File: config.mk
export PLATFORM = sky130hd
export DESIGN_NAME = shp3x3_outq
export DESIGN_NICKNAME = d
export VERILOG_FILES = /design/src/hdl/shp3x3_pkg.sv /design/src/hdl/shp3x3_outq.sv
export SDC_FILE = /design/constraint.sdc
export NUM_CORES = 1
export LEC_CHECK = 0
export BUFFER_PORTS_ARGS = -buffer_cell sky130_fd_sc_hd__buf_2
export CELL_PAD_IN_SITES_DETAIL_PLACEMENT = 1
export CELL_PAD_IN_SITES_GLOBAL_PLACEMENT = 2
export CORE_UTILIZATION = 45
export CTS_BUF_LIST = sky130_fd_sc_hd__clkbuf_8
export CTS_CLUSTER_DIAMETER = 100
export CTS_CLUSTER_SIZE = 40
export DETAILED_ROUTE_END_ITERATION = 10
export GPL_ROUTABILITY_DRIVEN = 0
export MAX_ROUTING_LAYER = met4
export PLACE_DENSITY = 0.87
export SETUP_SLACK_MARGIN = 0.2
export SKIP_LAST_GASP = 1
export SYNTH_ARGS = -nofsm -noshare
export SYNTH_HDL_FRONTEND = slang
export SYNTH_SLANG_ARGS = --single-unit
File: constraint.sdc
create_clock -name clk -period 2.6 [get_ports clk]
set_input_delay 0.13 -clock clk [delete_from_list [all_inputs] [get_ports clk]]
set_output_delay 0.13 -clock clk [all_outputs]
set_load 0.1 [all_outputs]
File: src/hdl/shp3x3_pkg.sv
// Shared constants, codes and payload types of the 3x3 sharpening filter.
`timescale 1ns / 1ps

package shp3x3_pkg;

  // Line store depth and derived address width.
  localparam int MAX_WIDTH  = 2048;
  localparam int LB_AW      = $clog2(MAX_WIDTH);

  // Field and register widths.
  localparam int PIX_W      = 8;
  localparam int WIDTH_W    = 12;
  localparam int HEIGHT_W   = 16;
  localparam int STRENGTH_W = 8;
  localparam int COLSUM_W   = 10;
  localparam int PAIRSUM_W  = 11;
  localparam int TOTAL_W    = 12;
  localparam int DIFF_W     = 13;
  localparam int PROD_W     = 22;
  localparam int SHIFT      = 8;

  // Configuration port.
  localparam int CFG_AW     = 2;
  localparam int CFG_DW     = 16;
  localparam logic [CFG_AW-1:0] REG_FRAME_WIDTH  = 2'd0;
  localparam logic [CFG_AW-1:0] REG_FRAME_HEIGHT = 2'd1;
  localparam logic [CFG_AW-1:0] REG_STRENGTH     = 2'd2;

  // Item kinds.
  localparam logic FUNC_PIXEL = 1'b0;
  localparam logic FUNC_DRAIN = 1'b1;

  // Result queue, counted in items of up to two results each.
  localparam int OQ_DEPTH   = 8;
  localparam int OQ_AW      = $clog2(OQ_DEPTH);

  typedef struct packed {
    logic             func;
    logic [PIX_W-1:0] pixel_in;
  } in_item_t;

  typedef struct packed {
    logic [PIX_W-1:0] pixel_out;
    logic             frame_done;
  } out_item_t;

  // Line store access for one cycle.
  typedef struct packed {
    logic             rd_en;
    logic [LB_AW-1:0] rd_addr;
    logic             wr_en;
    logic [LB_AW-1:0] wr_addr;
    logic [PIX_W-1:0] wr_above;
    logic [PIX_W-1:0] wr_middle;
  } lb_ctl_t;

  // One queued item with one or two results.
  typedef struct packed {
    logic      two;
    out_item_t res0;
    out_item_t res1;
  } oq_entry_t;

endpackage

File: src/hdl/shp3x3_outq.sv
// Result queue with slot reservation, emitting one or two results per entry.
`timescale 1ns / 1ps

module shp3x3_outq (
  input  logic                     clk,
  input  logic                     rst_n,
  input  logic                     reserve,
  output logic                     space_ok,
  input  logic                     push,
  input  shp3x3_pkg::oq_entry_t    push_entry,
  output logic                     out_valid,
  input  logic                     out_ready,
  output shp3x3_pkg::out_item_t    out_data
);
  import shp3x3_pkg::*;

  oq_entry_t        q_mem [OQ_DEPTH];
  logic [OQ_AW-1:0] wr_ptr_r;
  logic [OQ_AW-1:0] rd_ptr_r;
  logic [OQ_AW:0]   fill_r;
  logic [OQ_AW:0]   resv_r;
  logic             sel_r;
  oq_entry_t        head;
  logic             last_res;
  logic             xfer;
  logic             pop;

  assign head      = q_mem[rd_ptr_r];
  assign out_valid = (fill_r != '0);
  assign out_data  = sel_r ? head.res1 : head.res0;
  assign last_res  = !head.two || sel_r;
  assign xfer      = out_valid && out_ready;
  assign pop       = xfer && last_res;
  assign space_ok  = (resv_r != (OQ_AW+1)'(OQ_DEPTH));

  // Entry storage.
  always_ff @(posedge clk) begin
    if (push) begin
      q_mem[wr_ptr_r] <= push_entry;
    end
  end

  // Pointers, fill level, reservations and result select.
  always_ff @(posedge clk) begin
    if (!rst_n) begin
      wr_ptr_r <= '0;
      rd_ptr_r <= '0;
      fill_r   <= '0;
      resv_r   <= '0;
      sel_r    <= 1'b0;
    end else begin
      if (push) begin
        wr_ptr_r <= wr_ptr_r + 1'b1;
      end
      if (pop) begin
        rd_ptr_r <= rd_ptr_r + 1'b1;
      end
      fill_r <= fill_r + (OQ_AW+1)'(push) - (OQ_AW+1)'(pop);
      resv_r <= resv_r + (OQ_AW+1)'(reserve) - (OQ_AW+1)'(pop);
      if (xfer) begin
        sel_r <= !last_res;
      end
    end
  end

endmodule

* Yosys cells after proc, flatten, opt, wreduce, memory -nomap -nowiden
Memories as Yosys holds them, arrays and structs flattened. A register that Yosys moved wholly into a read port is not among the register bits. Cells that the tools add are included. W data, S select, Z words.
Word-level totals: flip-flop bits (word level) 15, RAM bits 152, output and inout bits 11, logic and storage cells 24, memories 1
Operators by class: $add $sub $neg 6, equal/unequal tests 1, muxes and demuxes 5, reductions and logical operators 6
Memories:
- q_mem | depth 8, bits a word 19, read ports 1, clocked after Yosys merged registers in 1, wr ports 1, RTL line shp3x3_outq.sv:17 | oq_entry_t q_mem [OQ_DEPTH];
Operators by type and width (number):
- $mux W9 | 1
- $add A4 B1 Y4 | 2
- $sub A4 B1 Y4 | 2
- $add A3 B1 Y3 const B | 2
- $mux W3 | 2
- $ne A4 B4 Y1 const B | 1
- $reduce_bool A4 Y1 | 1
- $logic_and A1 B1 Y1 | 2
- $logic_not A1 Y1 | 2
- $mux W1 | 2
- $logic_or A1 B1 Y1 | 1

* Longest topological paths before layout
Gate-level depths: netlist (run 1).
depth after elaboration 5, depth in mapped cells 12, gate-level depth less buffers 11

* Worst setup path before layout (run 1)
Ideal clock, no wire load.
kind flip-flop to flip-flop, start register fill_r[2], end register resv_r[2], setup time 0.115 ns, data arrival time 3.224 ns, required time 2.485 ns, path slack -0.739 ns, stages on the path, launching flop included 13, buffers on the path 1, path through dfxtp_1 -> inv_1 -> ha_1 -> or3b_2 -> clkbuf_1 -> nand2_1 -> a21oi_2 -> xor2_1 -> ha_1 -> inv_1 -> fa_1 -> xnor2_1 -> and2_1
On the way: longest elaborated chain between the ends 4
Ends and longest elaborated chain:
- start, declared | RTL line shp3x3_outq.sv:20 | logic [OQ_AW:0] fill_r;
- start signal, assigned | RTL line shp3x3_outq.sv:58 | fill_r <= fill_r + (OQ_AW+1)'(push) - (OQ_AW+1)'(pop);
- $reduce_bool A4 Y1 | RTL line shp3x3_outq.sv:29 | assign out_valid = (fill_r != '0);
- named net out_valid | RTL line shp3x3_outq.sv:11 | output logic out_valid,
- $logic_and A1 B1 Y1 | RTL line shp3x3_outq.sv:32 | assign xfer = out_valid && out_ready;
- $logic_and A1 B1 Y1 | RTL line shp3x3_outq.sv:33 | assign pop = xfer && last_res;
- $sub A4 B1 Y4 | RTL line shp3x3_outq.sv:59 | resv_r <= resv_r + (OQ_AW+1)'(reserve) - (OQ_AW+1)'(pop);
- end signal, assigned | RTL line shp3x3_outq.sv:59
- end, declared | RTL line shp3x3_outq.sv:21 | logic [OQ_AW:0] resv_r;
The timed path passes the listed nets, and every way through them passes these cells. A chain may end at the register's enable or synchronous reset.

==> load_flow_metrics.sql, run 1 <==
INSERT INTO impl_metrics (metric_group, metric, value, unit) VALUES
('logic_synthesis', 'synth_largest_area_cell', 'sky130_fd_sc_hd__edfxtp_1', ''),
('timing', 'slew_viol_final', '0', ''),
('status', 'run_status', 'complete, no violations', ''),
('setup_path', 'path_max_fanout', '5', ''),
('cts', 'cts_tree', 'yes', ''),
('timing', 'timing.final.setup_violations', '0', ''),
('logic_synthesis', 'synthesis.area', '0.00675', 'mm²'),
('global_route', 'grt_pass1_wl', '21800', 'µm'),
('power_and_ir_drop', 'power_density', '930', 'mW/mm²'),
('setup_path', 'worstPathArrival', '2910', 'ps'),
('logic_synthesis', 'synth.ff_latch_count', '170', ''),
('layout', 'num-fill-cells', '1253', ''),
('logic_synthesis', 'syn_area_cell', '20.6', 'µm²'),
('logic_synthesis', 'synthTopCellsByCount', 'sky130_fd_sc_hd__edfxtp_1, sky130_fd_sc_hd__mux4_2, sky130_fd_sc_hd__dfxtp_1', ''),
('logic_synthesis', 'most_frequent_cell_after_synthesis', 'sky130_fd_sc_hd__edfxtp_1', ''),
('setup_path', 'crit_required', '2950', 'ps'),
('timing', 'finClkSkew', '8.71', 'ps'),
('detailed_routing', 'drt_wl_total', '14300', 'µm'),
('layout', 'syn_to_final_growth', '20.6', '%'),
('global_route', 'antenna_found_initial', '0', ''),
('floorplan', 'die_width', '124', 'µm'),
('place', 'pre_cts_ws', '47.3', 'ps'),
('timing', 'layout_worst_path_cycle_share', '98.4', '%'),
('detailed_routing', 'post-route-drc-count', '0', ''),
('cts', 'cts_buf_count', '17', ''),
('timing', 'final-hold-violation-count', '0', ''),
('logic_synthesis', 'synth.top_cell.area_share', '67.6', '%'),
('logic_synthesis', 'synthFlopType', 'sky130_fd_sc_hd__edfxtp_1', ''),
('place', 'portBuffers', '34', ''),
('setup_path', 'timing_worst_setup_path_type', 'flip-flop to flip-flop', ''),
('detailed_routing', 'drt_pass1_iterations', '4', ''),
('detailed_routing', 'first_iteration_detailed_routing_drc_count', '191', ''),
('cts', 'worst_setup_hold_path_clk_slew', '80', 'ps'),
('setup_path', 'cp-start-kind', 'flip-flop', ''),
('logic_synthesis', 'synth-async-reset-ratio', '0', '%'),
('setup_path', 'r2r-end', 'resv_r[2]', ''),
('timing', 'rsz0062_at_grt', 'true', ''),
('logic_synthesis', 'synth_fp_nets', '363', ''),
('timing', 'slew_headroom', '59.6', '%'),
('setup_path', 'setup.reg_to_reg.worst_slack', '40', 'ps'),
('power_and_ir_drop', 'power.leakage', '2.73', 'nW'),
('detailed_routing', 'wl_per_cell', '23.4', 'µm'),
('layout', 'n_antenna_cell', '0', ''),
('detailed_routing', 'count_of_nets_left_with_antenna_violations_after_detail_routing', '0', ''),
('cts', 'deepest_clock_path_buffer_count', '2', ''),
('floorplan', 'floorplan.io_pins', '35', ''),
('logic_synthesis', 'synth.yosys.seq_area_share', '72.9', '%'),
('cts', 'cts_htree_levels', '4', ''),
('setup_path', 'crit_end', 'resv_r[2]', ''),
('logic_synthesis', 'number_of_synthesized_flops_with_an_enable_pin', '152', ''),
('power_and_ir_drop', 'max-vdd-ir-drop', '0.000540', 'V'),
('timing', 'fin_crit', '2560', 'ps'),
('layout', 'layout-drive-gt1-share', '38.0', '%'),
('timing', 'timing.fmax', '0.391', 'GHz'),
('global_route', 'grt.total_usage', '20.2', '%'),
('run', 'drv.max_cap_violation_count', '0', ''),
('logic_synthesis', 'yosys_warnings', '0', ''),
('floorplan', 'std_cell_rows', '44', ''),
('cts', 'cts_sinks', '170', ''),
('detailed_routing', 'vias_per_cell', '5.59', ''),
('global_route', 'grt_max_degree', '25', ''),
('global_route', 'remaining_global_route_overflow', '0', ''),
('place', 'half_perimeter_wire_length_of_the_detailed_placement_result', '8380', 'µm'),
('setup_path', 'critical_path.endpoint_type', 'flip-flop', ''),
('layout', 'final_net_count', '449', ''),
('logic_synthesis', 'synth_top_cells_by_area', 'sky130_fd_sc_hd__edfxtp_1, sky130_fd_sc_hd__mux4_2, sky130_fd_sc_hd__dfxtp_1', ''),
('floorplan', 'floorplan.die_area', '0.0155', 'mm²'),
('timing', 'worst_slew_pin_slew', '605', 'ps'),
('global_route', 'number_of_global_route_vias_before_repair', '3777', ''),
('floorplan', 'initial_core_util', '46.3', '%'),
('min_path', 'hold_class', 'input pin to flip-flop', ''),
('setup_path', 'reg2reg_depth', '9', ''),
('power_and_ir_drop', 'fin_total_pwr', '0.00757', 'W'),
('logic_synthesis', 'cell_count_after_synthesis', '327', ''),
('logic_synthesis', 'post_synthesis_cell_type_count', '32', ''),
('floorplan', 'floorplan.die.height', '124', 'µm'),
('timing', 'layout_setup_ws', '40.3', 'ps'),
('cts', 'clk_root_buffer_cell', 'sky130_fd_sc_hd__clkbuf_8', ''),
('floorplan', 'core_area', '0.0146', 'mm²'),
('cts', 'clk_latency', '460', 'ps'),
('detailed_routing', 'via_count', '3412', '');
layer usage:
layer  global-route usage [%]  wire, µm  vias to the layer above
met5                        -         0                        -
met4                     6.95       234                        0
met3                     4.73       484                       22
met2                     32.9      7470                       81
met1                     24.8      6080                     1807
li1                         -         -                     1502
metrics by stage:
stage	TNS (ps)	instances	area [µm²]	hold WS, ps	util, %
finish	0	610	8150	41.4	55.8
CTS	0	604	8010	9.46	54.9
global placement	0	550	7310	393	50.1
floorplan	0	327	6820	229	-
global route	-140	610	8150	25.1	55.8
detailed placement	0	550	7310	405	50.1
flip-flops by register name, indices dropped and copies added (netlist names), named ones only:
name	cells
wr_ptr_r	3
q_mem	152
fill_r	4
sel_r	1
resv_r	4
rd_ptr_r	3
worst min-delay path by stage:
stage                              start      endpoint  slack, ps  cells after the start
after floorplan            push_entry[0]   q_mem[0][0]        230                      0
after global placement     push_entry[2]   q_mem[0][2]        390                      1
after detailed placement  push_entry[14]  q_mem[3][14]        410                      1
after CTS                        reserve     resv_r[0]          9                      3
after global routing             reserve     resv_r[0]         30                      3
final                            reserve     resv_r[0]         40                      3
layout by cell type, fill, tap and decap left out, types with 3 or more instances in the layout:
cell type / n
sky130_fd_sc_hd__nor2_1: 5
sky130_fd_sc_hd__ha_1: 8
sky130_fd_sc_hd__buf_12: 5
sky130_fd_sc_hd__buf_6: 4
sky130_fd_sc_hd__dfxtp_1: 16
sky130_fd_sc_hd__edfxtp_1: 152
sky130_fd_sc_hd__inv_1: 8
sky130_fd_sc_hd__and2_1: 10
sky130_fd_sc_hd__xor2_1: 4
sky130_fd_sc_hd__dlygate4sd3_1: 19
sky130_fd_sc_hd__a21oi_2: 3
sky130_fd_sc_hd__mux2i_1: 5
sky130_fd_sc_hd__nor2b_1: 5
sky130_fd_sc_hd__bufinv_16: 3
sky130_fd_sc_hd__nor2_2: 5
sky130_fd_sc_hd__xnor2_1: 3
sky130_fd_sc_hd__a311o_1: 4
sky130_fd_sc_hd__buf_4: 24
sky130_fd_sc_hd__nand2_1: 6
sky130_fd_sc_hd__clkinv_4: 3
sky130_fd_sc_hd__nand2b_1: 4
sky130_fd_sc_hd__o211ai_1: 4
sky130_fd_sc_hd__clkbuf_8: 17
sky130_fd_sc_hd__buf_2: 25
sky130_fd_sc_hd__mux4_2: 46
area by class of cell:
| class | count | area (µm²) | share of cell area (%) |
|---|---|---|---|
| sequential | 170 | 4930 | 60.5 |
| multi-input combinational | 136 | 1820 | 22.3 |
| timing repair buffer | 81 | 733 | 9.00 |
| clock buffer | 17 | 234 | 2.87 |
| tap | 184 | 230 | 2.83 |
| clock inverter | 15 | 174 | 2.14 |
| inverter | 7 | 26.3 | 0.323 |
where the power goes:
group / switching [W] / internal (W)
Sequential: 0.0000875 / 0.00311
Clock: 0.000963 / 0.000952
Combinational: 0.00142 / 0.00104
worst max-delay path: stages (launching register included):
cell and delay, ps:
sky130_fd_sc_hd__dfxtp_4 390, sky130_fd_sc_hd__mux4_2 530, sky130_fd_sc_hd__or2_4 290, sky130_fd_sc_hd__a21oi_4 220, sky130_fd_sc_hd__xor2_1 180, sky130_fd_sc_hd__ha_2 210, sky130_fd_sc_hd__inv_2 40, sky130_fd_sc_hd__fa_2 330
sky130_fd_sc_hd__xnor2_1 130, sky130_fd_sc_hd__and2_1 150
cells by family after synthesis:
kind of cell	Yosys count	synth area share, %
and+or+nand+nor	49	3.98
AOI/OAI and AO/OA	16	2.15
buffers and inverters	21	1.33
adders and majority gates	12	2.45
xor gates and xnor gates	7	0.908
DFF	170	72.9
muxes	52	16.2
timing repair:
| action | CTS | global route |
|---|---|---|
| hold buffers | 19 | 0 |
| cloned | 1 | 3 |
| pin swaps | 4 | 6 |
| buffers inserted | 2 | 3 |
| endpoints found under the setup margin | 15 | 15 |
| endpoints found under the hold margin | 152 | 0 |
| resized for setup | 20 | 10 |
Power figures use the tool's default switching activity.
==> inputs of run 2 (changes only) <==
==> constraint.sdc (replaced) <==
create_clock -name clk -period 2.6 [get_ports clk]
set_input_delay 0.26 -clock clk [delete_from_list [all_inputs] [get_ports clk]]
set_output_delay 0.26 -clock clk [all_outputs]
set_load 0.1 [all_outputs]
==> run 2 against run 1 <==
Effect of this change: the flow now finishes with violations (setup timing); final area shrank 1.1%; critical path depth down 4; combinational power rose by 5%; utilization down 0.59 points; critical endpoint is now out_data[2]; die area unchanged.
==> load_flow_metrics.sql, run 2 (synthesis results as in run 1) <==
INSERT INTO impl_metrics (metric_group, metric, value, unit) VALUES
('cts', 'cts_buf_count', '17', ''),
('cts', 'cts_sinks', '170', ''),
('global_route', 'number_of_global_route_vias_before_repair', '3613', ''),
('global_route', 'grt_pass1_wl', '21500', 'µm'),
('cts', 'cts_tree', 'yes', ''),
('power_and_ir_drop', 'power.leakage', '2.67', 'nW'),
('run', 'drv.max_cap_violation_count', '0', ''),
('timing', 'layout_worst_path_cycle_share', '102', '%'),
('floorplan', 'floorplan.io_pins', '35', ''),
('layout', 'layout-drive-gt1-share', '39.9', '%'),
('floorplan', 'die_width', '124', 'µm'),
('status', 'run_status', 'finished with violations', ''),
('floorplan', 'core_area', '0.0146', 'mm²'),
('timing', 'fin_crit', '2660', 'ps'),
('timing', 'worst_slew_pin_slew', '562', 'ps'),
('layout', 'top_register', 'q_mem', ''),
('layout', 'final_net_count', '432', ''),
('setup_path', 'worstPathArrival', '2400', 'ps'),
('floorplan', 'initial_core_util', '46.3', '%'),
('timing', 'finClkSkew', '7.88', 'ps'),
('global_route', 'antenna_found_initial', '0', ''),
('floorplan', 'std_cell_rows', '44', ''),
('timing', 'timing.fmax', '0.376', 'GHz'),
('setup_path', 'path_max_fanout', '5', ''),
('layout', 'final_area', '0.00806', 'mm²'),
('detailed_routing', 'vias_per_cell', '5.65', ''),
('detailed_routing', 'first_iteration_detailed_routing_drc_count', '213', ''),
('cts', 'clk_latency', '450', 'ps'),
('power_and_ir_drop', 'power_density', '948', 'mW/mm²'),
('min_path', 'hold_class', 'input pin to flip-flop', ''),
('detailed_routing', 'drt_wl_total', '14700', 'µm'),
('layout', 'num-fill-cells', '1273', ''),
('layout', 'most_frequent_cells_in_the_layout', 'sky130_fd_sc_hd__edfxtp_1, sky130_fd_sc_hd__mux4_2, sky130_fd_sc_hd__buf_2', ''),
('global_route', 'remaining_global_route_overflow', '0', ''),
('place', 'pre_cts_ws', '44.9', 'ps'),
('timing', 'timing.final.setup_violations', '9', ''),
('timing', 'slew_viol_final', '0', ''),
('setup_path', 'cp-start-kind', 'flip-flop', ''),
('layout', 'n_antenna_cell', '0', ''),
('detailed_routing', 'wl_per_cell', '24.8', 'µm'),
('detailed_routing', 'count_of_nets_left_with_antenna_violations_after_detail_routing', '0', ''),
('detailed_routing', 'drt_pass1_iterations', '4', ''),
('timing', 'rsz0062_at_grt', 'true', ''),
('timing', 'layout_setup_ws', '-58.5', 'ps'),
('setup_path', 'critical_path.endpoint_type', 'output port', ''),
('layout', 'flip_flop_count_of_the_largest_register_after_layout', '152', ''),
('layout', 'layout_top_registers', 'q_mem x152, fill_r x4, resv_r x4', ''),
('detailed_routing', 'via_count', '3353', ''),
('layout', 'syn_to_final_growth', '19.4', '%'),
('floorplan', 'floorplan.die_area', '0.0155', 'mm²'),
('place', 'half_perimeter_wire_length_of_the_detailed_placement_result', '8830', 'µm'),
('status', 'violations_in_the_final_reports', 'setup timing', ''),
('timing', 'fin_worst_hold_slack', '74.6', 'ps'),
('timing', 'slew_headroom', '62.5', '%'),
('timing', 'final-hold-violation-count', '0', ''),
('global_route', 'grt_max_degree', '39', ''),
('power_and_ir_drop', 'max-vdd-ir-drop', '0.000421', 'V'),
('cts', 'deepest_clock_path_buffer_count', '2', ''),
('place', 'portBuffers', '34', ''),
('setup_path', 'timing_worst_setup_path_type', 'flip-flop to output port', ''),
('setup_path', 'crit_required', '2340', 'ps'),
('floorplan', 'floorplan.die.height', '124', 'µm'),
('global_route', 'grt.total_usage', '19.9', '%'),
('cts', 'cts_hold_buf', '0', ''),
('cts', 'clk_root_buffer_cell', 'sky130_fd_sc_hd__clkbuf_8', ''),
('detailed_routing', 'post-route-drc-count', '0', ''),
('cts', 'cts_htree_levels', '4', ''),
('layout', 'most_frequent_standard_cell_in_the_layout_excluding_fill_and_tap_cells', 'sky130_fd_sc_hd__edfxtp_1', ''),
('place', 'dpl-instance-area', '0.00731', 'mm²'),
('cts', 'worst_setup_hold_path_clk_slew', '90', 'ps');
-- run 2: cell types whose count changed in the layout (fill, tap and decap cells not counted), moves of 2 or more --
cell,before,now
sky130_fd_sc_hd__buf_6,4,8
sky130_fd_sc_hd__inv_1,8,6
sky130_fd_sc_hd__dlygate4sd3_1,19,0
sky130_fd_sc_hd__a21oi_1,0,2
sky130_fd_sc_hd__buf_4,24,17
sky130_fd_sc_hd__inv_6,2,4
sky130_fd_sc_hd__a21oi_2,3,1
sky130_fd_sc_hd__buf_12,5,7
-- run 2: final cells by class --
cell class	count	area [µm²]	share of cell area, %
multi-input combinational	136	1830	22.7
inverter	7	26.3	0.326
clock buffer	17	234	2.90
clock inverter	15	164	2.03
sequential	170	4930	61.2
tap	184	230	2.86
timing repair buffer	64	643	7.98
-- run 2: worst max-delay path, cell delays in order (launching register included) --
cell and delay (ps):
sky130_fd_sc_hd__dfxtp_4 410, sky130_fd_sc_hd__buf_6 140, sky130_fd_sc_hd__clkbuf_16 160, sky130_fd_sc_hd__mux4_2 550, sky130_fd_sc_hd__mux4_2 490, sky130_fd_sc_hd__buf_6 200
-- run 2: power breakdown --
| part | switching (W) | internal (W) |
|---|---|---|
| combinational | 0.00146 | 0.00112 |
| clock | 0.000985 | 0.000874 |
| sequential | 0.0000885 | 0.00311 |
| total | 0.00253 | 0.00510 |
-- run 2: worst paths after layout --
path | start | endpoint | slack, ps | cells past startpoint
hold reg to reg | rd_ptr_r[1] | rd_ptr_r[1] | 590 | 1
setup / recovery | flip-flop | out_data[2] | -60 | 5
setup reg to reg | flip-flop | resv_r[2] | -20 | 9
hold / removal | push_entry[16] | q_mem[0][16] | 70 | 1
-- run 2: per-stage QoR --
step	power, W	utilization (%)	std cells	setup TNS [ps]
2_1_floorplan	0.00502	-	327	0
3_3_place_gp	0.00532	50.1	547	0
3_5_place_dp	0.00541	50.1	547	0
4_1_cts	0.00743	53.8	583	-411
5_1_grt	0.00792	55.2	593	-1470
6_report	0.00764	55.2	593	-238
-- run 2: what timing repair did --
item,4_1_cts,5_1_grt
gates cloned,2,4
gates resized for setup,22,12
endpoints found under the setup margin,15,15
setup buffers,2,6
pin swaps,1,7
-- run 2: routing by layer --
layer	track usage [%]	vias to the layer above	wire, µm
met1	24.3	1788	6210
met2	32.2	76	7800
li1	-	1475	-
met4	8.15	0	157
met3	4.38	14	525
met5	-	-	0
